<file path="config.mk">
export PLATFORM = sky130hd
export DESIGN_NAME = neighbor_exclusion_arbiter
export DESIGN_NICKNAME = d
export VERILOG_FILES = /design/src/hw/rtl/nea_pkg.sv /design/src/hw/rtl/nea_front.sv /design/src/hw/rtl/nea_fifo.sv /design/src/hw/rtl/nea_back.sv /design/src/hw/rtl/neighbor_exclusion_arbiter.sv
export SDC_FILE = /design/constraint.sdc
export NUM_CORES = 1
export LEC_CHECK = 0
export BUFFER_PORTS_ARGS = -buffer_cell sky130_fd_sc_hd__buf_2
export CORE_MARGIN = 3
export CORE_UTILIZATION = 30
export CTS_CLUSTER_DIAMETER = 100
export CTS_CLUSTER_SIZE = 24
export DETAILED_ROUTE_END_ITERATION = 6
export GPL_TIMING_DRIVEN = 0
export PLACE_DENSITY_LB_ADDON = 0.1
export REMOVE_ABC_BUFFERS = 1
export SYNTH_ARGS = -nofsm -noshare
export SYNTH_HDL_FRONTEND = slang
export SYNTH_SLANG_ARGS = --single-unit
</file>
<file path="constraint.sdc">
create_clock -name i_clk -period 3.3 [get_ports i_clk]
set_input_delay 0.165 -clock i_clk [delete_from_list [all_inputs] [get_ports i_clk]]
set_output_delay 0.165 -clock i_clk [all_outputs]
set_load 0.01 [all_outputs]
</file>
<file path="src/hw/rtl/nea_pkg.sv">
`timescale 1ns / 1ps
// Shared types and constants of the neighbor exclusion arbiter.
package nea_pkg;

    localparam int SEAT_W        = 3;
    localparam int CFG_W         = 4;
    localparam int DEF_MAX_SEATS = 8;
    localparam int RING_MIN      = 2;
    localparam int RING_RESET    = 5;
    localparam int QUEUE_DEPTH   = 2;

    localparam logic OP_ACQUIRE   = 1'b0;
    localparam logic OP_RELEASE   = 1'b1;
    localparam logic KIND_REPLY   = 1'b0;
    localparam logic KIND_RECHECK = 1'b1;

    typedef struct packed {
        logic              op;
        logic [SEAT_W-1:0] seat;
        logic              bad;
    } t_job;

    typedef enum logic {
        BK_FIRST,
        BK_RIGHT
    } t_bk_state;

endpackage

</file>
<file path="src/hw/rtl/nea_front.sv">
`timescale 1ns / 1ps
// Front end: ring size register, request intake and seat range check.
module nea_front import nea_pkg::*; #(
    parameter int MAX_SEATS = DEF_MAX_SEATS
) (
    input  logic                             i_clk,
    input  logic                             i_rst_n,
    input  logic                             i_start,
    output logic                             o_busy,
    input  logic                             i_op,
    input  logic [SEAT_W-1:0]                i_seat,
    input  logic                             i_cfg_valid,
    input  logic [CFG_W-1:0]                 i_cfg_data,
    output logic                             o_cfg_ready,
    input  logic                             i_q_full,
    output logic                             o_push,
    output t_job                             o_job,
    output logic [$clog2(MAX_SEATS+1)-1:0]   o_ring
);

    localparam int NW       = $clog2(MAX_SEATS + 1);
    localparam int RING_RST = (RING_RESET > MAX_SEATS) ? MAX_SEATS : RING_RESET;

    logic [NW-1:0] r_ring;
    logic [NW-1:0] n_ring;

    // ring size is kept clamped to the legal range
    always_comb begin
        n_ring = r_ring;
        if (i_cfg_valid) begin
            if (int'(i_cfg_data) < RING_MIN) begin
                n_ring = NW'(RING_MIN);
            end else if (int'(i_cfg_data) > MAX_SEATS) begin
                n_ring = NW'(MAX_SEATS);
            end else begin
                n_ring = NW'(i_cfg_data);
            end
        end
    end

    always_ff @(posedge i_clk) begin
        if (!i_rst_n) begin
            r_ring <= NW'(RING_RST);
        end else begin
            r_ring <= n_ring;
        end
    end

    assign o_cfg_ready = 1'b1;
    assign o_ring      = r_ring;
    assign o_busy      = i_q_full;
    assign o_push      = i_start & ~i_q_full;
    assign o_job.op    = i_op;
    assign o_job.seat  = i_seat;
    assign o_job.bad   = int'(i_seat) >= int'(r_ring);

endmodule

</file>
<file path="src/hw/rtl/nea_fifo.sv">
`timescale 1ns / 1ps
// Short job queue between front end and back end.
module nea_fifo import nea_pkg::*; (
    input  logic i_clk,
    input  logic i_rst_n,
    input  logic i_push,
    input  t_job i_job,
    output logic o_full,
    output logic o_valid,
    output t_job o_job,
    input  logic i_pop
);

    localparam int QP_W  = (QUEUE_DEPTH > 1) ? $clog2(QUEUE_DEPTH) : 1;
    localparam int CNT_W = $clog2(QUEUE_DEPTH + 1);

    t_job             r_mem [QUEUE_DEPTH];
    logic [QP_W-1:0]  r_wr;
    logic [QP_W-1:0]  r_rd;
    logic [CNT_W-1:0] r_count;
    logic [QP_W-1:0]  n_wr;
    logic [QP_W-1:0]  n_rd;
    logic [CNT_W-1:0] n_count;
    logic             do_pop;

    assign do_pop  = i_pop & (r_count != '0);
    assign o_valid = (r_count != '0);
    assign o_full  = (r_count == CNT_W'(QUEUE_DEPTH));
    assign o_job   = r_mem[r_rd];

    always_comb begin
        n_wr    = r_wr;
        n_rd    = r_rd;
        n_count = r_count;
        if (i_push) begin
            n_wr = (r_wr == QP_W'(QUEUE_DEPTH - 1)) ? '0 : r_wr + QP_W'(1);
        end
        if (do_pop) begin
            n_rd = (r_rd == QP_W'(QUEUE_DEPTH - 1)) ? '0 : r_rd + QP_W'(1);
        end
        if (i_push && !do_pop) begin
            n_count = r_count + CNT_W'(1);
        end else if (!i_push && do_pop) begin
            n_count = r_count - CNT_W'(1);
        end
    end

    always_ff @(posedge i_clk) begin
        if (!i_rst_n) begin
            r_wr    <= '0;
            r_rd    <= '0;
            r_count <= '0;
        end else begin
            r_wr    <= n_wr;
            r_rd    <= n_rd;
            r_count <= n_count;
        end
    end

    always_ff @(posedge i_clk) begin
        if (i_push) begin
            r_mem[r_wr] <= i_job;
        end
    end

endmodule

</file>
<file path="src/hw/rtl/nea_back.sv">
`timescale 1ns / 1ps
// Back end: seat state cells, grant checks and result register.
module nea_back import nea_pkg::*; #(
    parameter int MAX_SEATS = DEF_MAX_SEATS
) (
    input  logic                           i_clk,
    input  logic                           i_rst_n,
    input  logic                           i_head_valid,
    input  t_job                           i_job,
    output logic                           o_pop,
    input  logic [$clog2(MAX_SEATS+1)-1:0] i_ring,
    output logic                           o_valid,
    output logic [SEAT_W-1:0]              o_target_seat,
    output logic                           o_granted,
    output logic                           o_kind,
    output logic                           o_bad_seat,
    output logic                           o_last
);

    // only seats reachable through the seat field hold state
    localparam int DEPTH = (MAX_SEATS < (1 << SEAT_W)) ? MAX_SEATS : (1 << SEAT_W);
    localparam int SW    = $clog2(DEPTH);
    localparam int TW    = $clog2(MAX_SEATS);
    localparam int NW    = $clog2(MAX_SEATS + 1);

    t_bk_state         r_state;
    t_bk_state         n_state;
    logic [DEPTH-1:0]  r_hun;
    logic [DEPTH-1:0]  r_eat;
    logic [DEPTH-1:0]  n_hun;
    logic [DEPTH-1:0]  n_eat;
    logic [DEPTH-1:0]  hun_m;
    logic [DEPTH-1:0]  eat_m;
    logic [DEPTH-1:0]  ok;
    logic [TW-1:0]     r_seat;
    logic [TW-1:0]     cur_seat;
    logic [TW-1:0]     left_t;
    logic [TW-1:0]     right_t;
    logic [TW-1:0]     tgt;
    logic [SW-1:0]     seat_ix;
    logic [SW-1:0]     tix;
    logic [NW-1:0]     ring_m1;
    logic              step;
    logic              in_store;
    logic              grant;

    logic              r_valid;
    logic [SEAT_W-1:0] r_target;
    logic              r_granted;
    logic              r_kind;
    logic              r_bad;
    logic              r_last;
    logic              n_valid;
    logic [SEAT_W-1:0] n_target;
    logic              n_granted;
    logic              n_kind;
    logic              n_bad;
    logic              n_last;

    assign cur_seat = (r_state == BK_RIGHT) ? r_seat : TW'(i_job.seat);
    assign seat_ix  = cur_seat[SW-1:0];
    assign ring_m1  = i_ring - NW'(1);
    assign left_t   = (cur_seat == '0) ? ring_m1[TW-1:0] : cur_seat - TW'(1);
    assign right_t  = ((NW'(cur_seat) + NW'(1)) == i_ring) ? '0 : cur_seat + TW'(1);

    // own seat update ahead of the check: hungry on acquire, thinking on release
    always_comb begin
        hun_m = r_hun;
        eat_m = r_eat;
        if (r_state == BK_FIRST && i_head_valid && !i_job.bad) begin
            hun_m[seat_ix] = (i_job.op == OP_ACQUIRE);
            eat_m[seat_ix] = 1'b0;
        end
    end

    // one cell per seat: may it start eating now
    for (genvar i = 0; i < DEPTH; i++) begin : g_cell
        logic le;
        logic re;
        if (i == 0) begin : g_wrap
            assign le = (int'(ring_m1) < DEPTH) ? eat_m[ring_m1[SW-1:0]] : 1'b0;
        end else begin : g_left
            assign le = eat_m[i-1];
        end
        if (i + 1 < DEPTH) begin : g_right
            assign re = (i_ring == NW'(i + 1)) ? eat_m[0] : eat_m[i+1];
        end else begin : g_edge
            assign re = (i_ring == NW'(i + 1)) ? eat_m[0] : 1'b0;
        end
        assign ok[i] = hun_m[i] & ~le & ~re;
    end

    always_comb begin
        n_state   = r_state;
        o_pop     = 1'b0;
        step      = 1'b0;
        tgt       = cur_seat;
        n_valid   = 1'b0;
        n_kind    = KIND_REPLY;
        n_bad     = 1'b0;
        n_last    = 1'b1;
        unique case (r_state)
            BK_FIRST: begin
                if (i_head_valid) begin
                    o_pop   = 1'b1;
                    n_valid = 1'b1;
                    if (i_job.bad) begin
                        n_bad  = 1'b1;
                        n_kind = (i_job.op == OP_RELEASE) ? KIND_RECHECK : KIND_REPLY;
                    end else if (i_job.op == OP_ACQUIRE) begin
                        step = 1'b1;
                    end else begin
                        step    = 1'b1;
                        tgt     = left_t;
                        n_kind  = KIND_RECHECK;
                        n_last  = 1'b0;
                        n_state = BK_RIGHT;
                    end
                end
            end
            BK_RIGHT: begin
                n_valid = 1'b1;
                step    = 1'b1;
                tgt     = right_t;
                n_kind  = KIND_RECHECK;
                n_state = BK_FIRST;
            end
            default: begin
                n_state = BK_FIRST;
            end
        endcase

        // seats past the stored ones are always thinking
        in_store  = step && (int'(tgt) < DEPTH);
        tix       = tgt[SW-1:0];
        grant     = in_store && ok[tix];
        n_granted = in_store && (eat_m[tix] || ok[tix]);
        n_target  = n_bad ? i_job.seat : SEAT_W'(tgt);

        n_hun = hun_m;
        n_eat = eat_m;
        if (grant) begin
            n_hun[tix] = 1'b0;
            n_eat[tix] = 1'b1;
        end
    end

    always_ff @(posedge i_clk) begin
        if (!i_rst_n) begin
            r_state <= BK_FIRST;
            r_hun   <= '0;
            r_eat   <= '0;
            r_valid <= 1'b0;
        end else begin
            r_state <= n_state;
            r_hun   <= n_hun;
            r_eat   <= n_eat;
            r_valid <= n_valid;
        end
    end

    always_ff @(posedge i_clk) begin
        if (o_pop) begin
            r_seat <= TW'(i_job.seat);
        end
        r_target  <= n_target;
        r_granted <= n_granted;
        r_kind    <= n_kind;
        r_bad     <= n_bad;
        r_last    <= n_last;
    end

    assign o_valid       = r_valid;
    assign o_target_seat = r_target;
    assign o_granted     = r_granted;
    assign o_kind        = r_kind;
    assign o_bad_seat    = r_bad;
    assign o_last        = r_last;

`ifndef SYNTHESIS
    a_excl_state: assert property (@(posedge i_clk) disable iff (!i_rst_n)
        (r_eat & r_hun) == '0)
        else $error("seat both hungry and eating");

    a_release_pair: assert property (@(posedge i_clk) disable iff (!i_rst_n)
        r_valid && r_kind && !r_bad && !r_last |=> r_valid && r_last && r_kind)
        else $error("left re-check not followed by right re-check");

    a_right_follows: assert property (@(posedge i_clk) disable iff (!i_rst_n)
        r_state == BK_RIGHT |-> r_valid && !r_last && !r_bad)
        else $error("right re-check pending without left result");

    a_bad_result: assert property (@(posedge i_clk) disable iff (!i_rst_n)
        r_valid && r_bad |-> !r_granted && r_last)
        else $error("bad seat result granted or not last");
`endif

endmodule

</file>
<file path="src/hw/rtl/neighbor_exclusion_arbiter.sv">
`timescale 1ns / 1ps
// Top level of the neighbor exclusion arbiter.
//
// Arbitrates a ring of seats where each seat shares a resource with both
// ring neighbors. A request (i_op, i_seat) is taken when start is high and
// busy is low. Acquire gives one result: granted or waiting. Release frees
// the seat and re-checks left then right neighbor: two results, the second
// with o_last set. A seat at or past the ring size gives one result with
// o_bad_seat set and leaves all state alone.
// Results come on o_valid for exactly one cycle; the receiver cannot stall.
// A request is written into the job queue; its first result comes from the
// back end result register. The back end runs one neighbor check per cycle;
// a release stays in BK_RIGHT for its right re-check before the next pop.
// A 2-deep job queue sits between intake and back end; busy is high while
// it is full. Ring size is written through i_cfg_valid/i_cfg_data
// (o_cfg_ready is always high); the user must write it only while idle,
// which the block does not enforce. Values are clamped to 2..MAX_SEATS.
// Reset: all seats thinking, ring size 5, queue empty, no result pending.
module neighbor_exclusion_arbiter import nea_pkg::*; #(
    parameter int MAX_SEATS = DEF_MAX_SEATS
) (
    input  logic              i_clk,
    input  logic              i_rst_n,
    input  logic              start,
    output logic              busy,
    input  logic              i_op,
    input  logic [SEAT_W-1:0] i_seat,
    input  logic              i_cfg_valid,
    input  logic [CFG_W-1:0]  i_cfg_data,
    output logic              o_cfg_ready,
    output logic              o_valid,
    output logic [SEAT_W-1:0] o_target_seat,
    output logic              o_granted,
    output logic              o_kind,
    output logic              o_bad_seat,
    output logic              o_last
);

    localparam int NW = $clog2(MAX_SEATS + 1);

    logic          q_full;
    logic          q_push;
    logic          q_valid;
    logic          q_pop;
    t_job          push_job;
    t_job          head_job;
    logic [NW-1:0] ring;

    nea_front #(
        .MAX_SEATS(MAX_SEATS)
    ) u_front (
        .i_clk      (i_clk),
        .i_rst_n    (i_rst_n),
        .i_start    (start),
        .o_busy     (busy),
        .i_op       (i_op),
        .i_seat     (i_seat),
        .i_cfg_valid(i_cfg_valid),
        .i_cfg_data (i_cfg_data),
        .o_cfg_ready(o_cfg_ready),
        .i_q_full   (q_full),
        .o_push     (q_push),
        .o_job      (push_job),
        .o_ring     (ring)
    );

    nea_fifo u_fifo (
        .i_clk  (i_clk),
        .i_rst_n(i_rst_n),
        .i_push (q_push),
        .i_job  (push_job),
        .o_full (q_full),
        .o_valid(q_valid),
        .o_job  (head_job),
        .i_pop  (q_pop)
    );

    nea_back #(
        .MAX_SEATS(MAX_SEATS)
    ) u_back (
        .i_clk        (i_clk),
        .i_rst_n      (i_rst_n),
        .i_head_valid (q_valid),
        .i_job        (head_job),
        .o_pop        (q_pop),
        .i_ring       (ring),
        .o_valid      (o_valid),
        .o_target_seat(o_target_seat),
        .o_granted    (o_granted),
        .o_kind       (o_kind),
        .o_bad_seat   (o_bad_seat),
        .o_last       (o_last)
    );

endmodule

</file>
=== Word level (Yosys, flattened, before mapping) ===
Memory sizes are Yosys's and may differ from the RTL's. A register that Yosys moved wholly into a read port is not among the register bits.
Cells that the tools add are included.

* $mul: 0
* Add/sub/neg operators: 8
* Shifts and indexed selects: 0
* Reductions and logical operators: 16
* Muxes and demuxes: 58
* Bitwise operators: 43
* $lt $le $gt $ge: 9
* Eq/ne operators: 10
* Div/mod/pow operators: 0

{| class="wikitable"
|+ Operators with widths
! cell !! count
|-
| 2-to-1 mux 1 bit || 32
|-
| 2-to-1 mux 8 bit || 4
|-
| 2-to-1 mux 3 bit || 7
|-
| inverter 1 bit || 20
|-
| AND 1 bit || 18
|-
| AND 8 bit || 2
|-
| == test 4 x 3 -> 1 bit (second input constant) || 4
|-
| inverter 8 bit || 2
|-
| less-than comparator 3 x 4 -> 1 bit (second input constant) || 3
|-
| binary-select mux 1 bit (select 3 bit) || 3
|-
| bitwise mux 8 bit || 1
|-
| == test 4 x 2 -> 1 bit (second input constant) || 2
|-
| logical AND 1 bit || 8
|-
| 2-to-1 mux 4 bit || 2
|-
| bitwise OR 8 bit || 1
|-
| case mux 1 bit (2 select lines) || 4
|-
| demux 1 bit (select 3 bit) || 2
|-
| greater-or-equal comparator 3 x 1 -> 1 bit (second input constant) || 2
|-
| case mux 3 bit (2 select lines) || 1
|-
| adder 3 x 1 -> 4 bit (second input constant) || 1
|-
| == test 4 x 1 -> 1 bit (second input constant) || 1
|-
| == test 4 bit || 1
|-
| == test 4 bit (second input constant) || 1
|-
| greater-or-equal comparator 3 x 4 -> 1 bit || 1
|-
| 16 further kinds || 21
|}

* Memory bits (writable): 10
* Memories kept: 1
* Word-level logic and storage cells: 159
* Bits in registers: 36
* Bits of input ports: 12
* Memory bits (read-only): 0
* Output and inout bits: 10
* Bits in latches: 0

{| class="wikitable"
|+ Memories
! name !! depth !! width !! read ports !! clocked after Yosys merged registers in !! write ports !! RTL line !! text
|-
| u_fifo.r_mem || 2 || 5 || 1 || 1 || 1 || nea_fifo.sv:17 || <nowiki>t_job r_mem [QUEUE_DEPTH];</nowiki>
|}

=== Depth between registers and ports, before layout ===
* Word-level depth: 18
* Mapped depth: 17
* Depth with buffers taken out: 14

=== Modules after synthesis ===
Synthesis repeated with hierarchy kept, for this count alone.

* Cell total of the unflattened synthesis: 306
* Area total of the unflattened synthesis: 2831.5 sq um

{| class="wikitable"
|+ By module, submodules not included
! module !! seq. area each (sq um) !! area each (sq um) !! cells an instance !! instances
|-
| nea_back || 590.6 || 1970.6 || 235 || 1
|-
| nea_fifo || 400.4 || 576.8 || 37 || 1
|-
| nea_front || 80.1 || 284.0 || 34 || 1
|}

=== Least setup slack after synthesis ===
Ideal clock, no wire load.

* Kind: register to register
* From: register (tool-made name)
* To: register u_back.r_hun[2]
* Stages on the path, launching flop included: 16
* Period minus slack after synthesis: 3.297 ns
* Data required time: 3.185 ns
* Slack: 0.003 ns
* Library setup time: 0.115 ns
* Data arrival time: 3.182 ns
* Path buffers: 3
* Path through: dfxtp_1 > buf_6 > mux2_4 > mux2_2 > inv_2 > buf_4 > ha_1 > ha_1 > mux2_2 > mux2i_1 > o21ai_2 > or2_1 > buf_6 > o311ai_4 > nand3_1 > and3_1

{| class="wikitable"
|+ RTL lines
! what !! RTL line !! text
|-
| to (signal assigned) || nea_back.sv:156 || <nowiki>r_hun <= n_hun;</nowiki>
|-
| to (decl) || nea_back.sv:28 || <nowiki>logic [DEPTH-1:0] r_hun;</nowiki>
|}

==> metrics.yaml <==
status:
  status: "finished clean"
timing:
  timing.fmax_mhz: 311.7
  finalSetupViolCount: 0
  tightest_slew_ps: 884.6
  fin_skew_ps: 14.90
  fin_crit_ps: 3208
  slew_viol_final: 0
  holdWs_ps: 45.71
  finalCritPeriodShare_pct: 97.21
  fin_ws_ps: 91.91
  finalHoldViolCount: 0
  slew_headroom_pct: 39.86
clock_tree:
  cts_hold_buf: 0
  htree_num_levels: 2
  cts_buffers: 5
  cts_tree: "built"
  clock_sinks: 47
  clk_pin_slew_ps: 100
  clock_latency_ps: 310
  clockBufferDepth: 2
  cts-root-buf: "clkbuf_8"
grt:
  antenna_found_initial: 0
  grt.total_usage_pct: 13.86
  grt_max_degree: 28
  grt_pass1_vias: 2261
  grt_pass1_wl_um: 12050
  grt-ovfl-total: 0
worst_hold_path:
  min_path_type: "primary input to register"
  holdPathStages: 1
  hold_start: "i_op"
  hold_end: "u_fifo.r_mem[0][4]"
synth:
  synth_edf_count: 13
  yosysMostFrequentCell: "dfxtp_1"
  ys_warn_count: 0
  synth_area_um2: 2904
  synth_ff_type: "dfxtp_1"
  ys_seq_elements: 47
  seq_area_frac_synth_pct: 36.88
  avgSynthCellArea_um2: 9.811
  async_flop_share_pct: 0
  synthTopCellsByArea: "dfxtp_1 23%, edfxtp_1 13%, ha_1 4.7%, mux2i_1 3.4%, nand2_1 3.4%"
  yosysTopAreaCellShare_pct: 23.44
  syn_inst: 296
  synth_cell_types: 72
  synthTopCellsByCount: "34 x dfxtp_1, 26 x nand2_1, 15 x o21ai_0, 13 x edfxtp_1"
  synth_area_leader_cell: "dfxtp_1"
layout:
  drive_above_1_share_pct: 30.46
  fillerInstances: 933
  area_growth_pct: 19.43
  nets: 347
  final_area_um2: 3468
  antenna_cells: 0
die:
  die_area_um2: 10900
  core_um2: 9328
  fp.dieW_um: 104.4
  initial_core_util_pct: 31.13
  ioPinCount: 22
  die_h_um: 104.4
  placementRows: 35
detailed_routing:
  drt-initial-drc-count: 162
  route.detailed.drc: 0
  vias: 2280
  via_per_inst: 5.022
  first_pass_iters: 4
  wl_per_cell_um: 17.00
  ant_nets: 0
  drt_wl_total_um: 7716
placed_design:
  dpl-instance-area_um2: 3082
  dp_slack_ps: -791.3
  portBuffers: 20
  dp_hpwl_um: 5443
  place_congestion: 0.8261
power:
  max-vdd-ir-drop_mv: 0.2126
  powerDensity_nw_per_um2: 789.0
  p_total_mw: 2.736
  p_leak_nw: 1.299
worst_setup_path:
  cp_slowest_stage_delay_ps: 400
  crit_type: "register to register"
  rr_worst_depth: 13
  crit_path_max_fanout: 11
  end_kind: "register"
  r2r_slack_ps: 90
  start_kind: "register"
  cp_data_arrival_time_ps: 3420
  cp.required_ps: 3510
  reg2reg_to: "u_back.r_hun[5]"
  critPathBufInv: 2
  crit_chain: "mux2_4, mux2_4, clkinv_8, ha_4, ha_4, mux2_2, mux2i_4, o21ai_4, or2_4, inv_6, nand2_4, or3_4, and2_1"
  crit_family: "multiplexers"
  slowest_stage: "dfxtp_4"
job:
  maxCapViolations: 0
power breakdown:
group / leakage (nW) / internal, mW / switching (mW)
logic: 0.840 / 0.616 / 0.868
clock network: 0.0562 / 0.226 / 0.214
registers: 0.402 / 0.728 / 0.0842
total: 1.30 / 1.57 / 1.17
per-stage QoR:
step | cells | TNS, ps | util (%)
after floorplan | 283 | -1608 | -
after global placement | 432 | -11250 | 33.04
after detailed placement | 432 | -10900 | 33.04
after CTS | 446 | -61.36 | 35.14
after global routing | 454 | -7.180 | 37.18
final | 454 | 0 | 37.18
repair_timing:
item,CTS,global route
gates cloned,0,1
resized for setup,13,24
setup endpoints to repair,19,16
buffers inserted,6,7
pin swaps,1,11
final cells by class:
type / count / area (um2) / share of cell area [%]
inverters: 18 / 93.84 / 2.706
well taps: 129 / 161.4 / 4.654
flip-flops and latches: 47 / 1079 / 31.10
clock inverters: 3 / 42.54 / 1.227
clock buffers: 5 / 68.82 / 1.984
multi-input cells: 219 / 1826 / 52.63
repair buffers: 33 / 197.7 / 5.700
layer usage:
metal	vias up	track usage (%)	wire length (um)
li1	1146	-	-
met1	1072	18.71	3770
met2	56	22.42	3560
met3	6	2.607	301
met4	0	4.179	82
met5	-	0	0
state kept, by name, indices dropped and copies added (netlist names), 2 cells and up, named ones only:
register and count:
u_fifo.r_count 2, u_back.o_target_seat 3, u_front.o_ring 4, u_back.r_seat 3, u_back.r_hun 8, u_back.r_eat 8, u_fifo.r_mem 10
kinds of logic after synthesis:
| family | share of synthesized area, % |
|---|---|
| simple gates | 17.75 |
| mux | 9.996 |
| compound gates | 21.63 |
| fa+ha+maj | 4.739 |
| other cells | 0.1291 |
| xor+xnor | 3.317 |
| buf+inv | 5.557 |
| flops | 36.88 |
worst reg2reg max path: cells and delay by family (launching register included):
| family | cells | cell delay [ps] |
|---|---|---|
| muxes | 4 | 1210 |
| and+or+nand+nor | 4 | 900 |
| DFF | 1 | 400 |
| adders and majority gates | 2 | 300 |
| buffers and inverters | 2 | 170 |
| AOI/OAI and AO/OA | 1 | 130 |
cell usage in the layout (no fill, tap or decap), types with 4 or more instances in the layout:
| cell type | n |
|---|---|
| nand3_1 | 4 |
| mux2i_1 | 8 |
| xor2_1 | 6 |
| buf_2 | 20 |
| mux2i_4 | 5 |
| mux2_2 | 6 |
| and3_1 | 5 |
| inv_1 | 10 |
| edfxtp_1 | 13 |
| a21boi_1 | 6 |
| nand2_1 | 26 |
| o21ai_0 | 13 |
| o211ai_1 | 4 |
| ha_1 | 9 |
| dfxtp_1 | 32 |
| a21boi_0 | 8 |
| a21oi_1 | 9 |
| nor2_1 | 10 |
| and2_1 | 8 |
| clkbuf_8 | 5 |
| nand4_1 | 5 |
| nor2b_1 | 4 |
| buf_4 | 13 |
worst max path at each step:
stage | to | cells past startpoint | startpoint | slack, ps
final | u_back.r_hun[5] | 13 | register | 90
after global routing | u_back.r_hun[6] | 12 | register | -7
after CTS | u_back.r_hun[6] | 12 | register | -30
after detailed placement | u_back.r_hun[6] | 12 | register | -790
after global placement | u_back.r_hun[6] | 12 | register | -800
after floorplan | u_back.r_hun[5] | 13 | register | -240
Note: power is estimated with default switching activity, not from simulation.
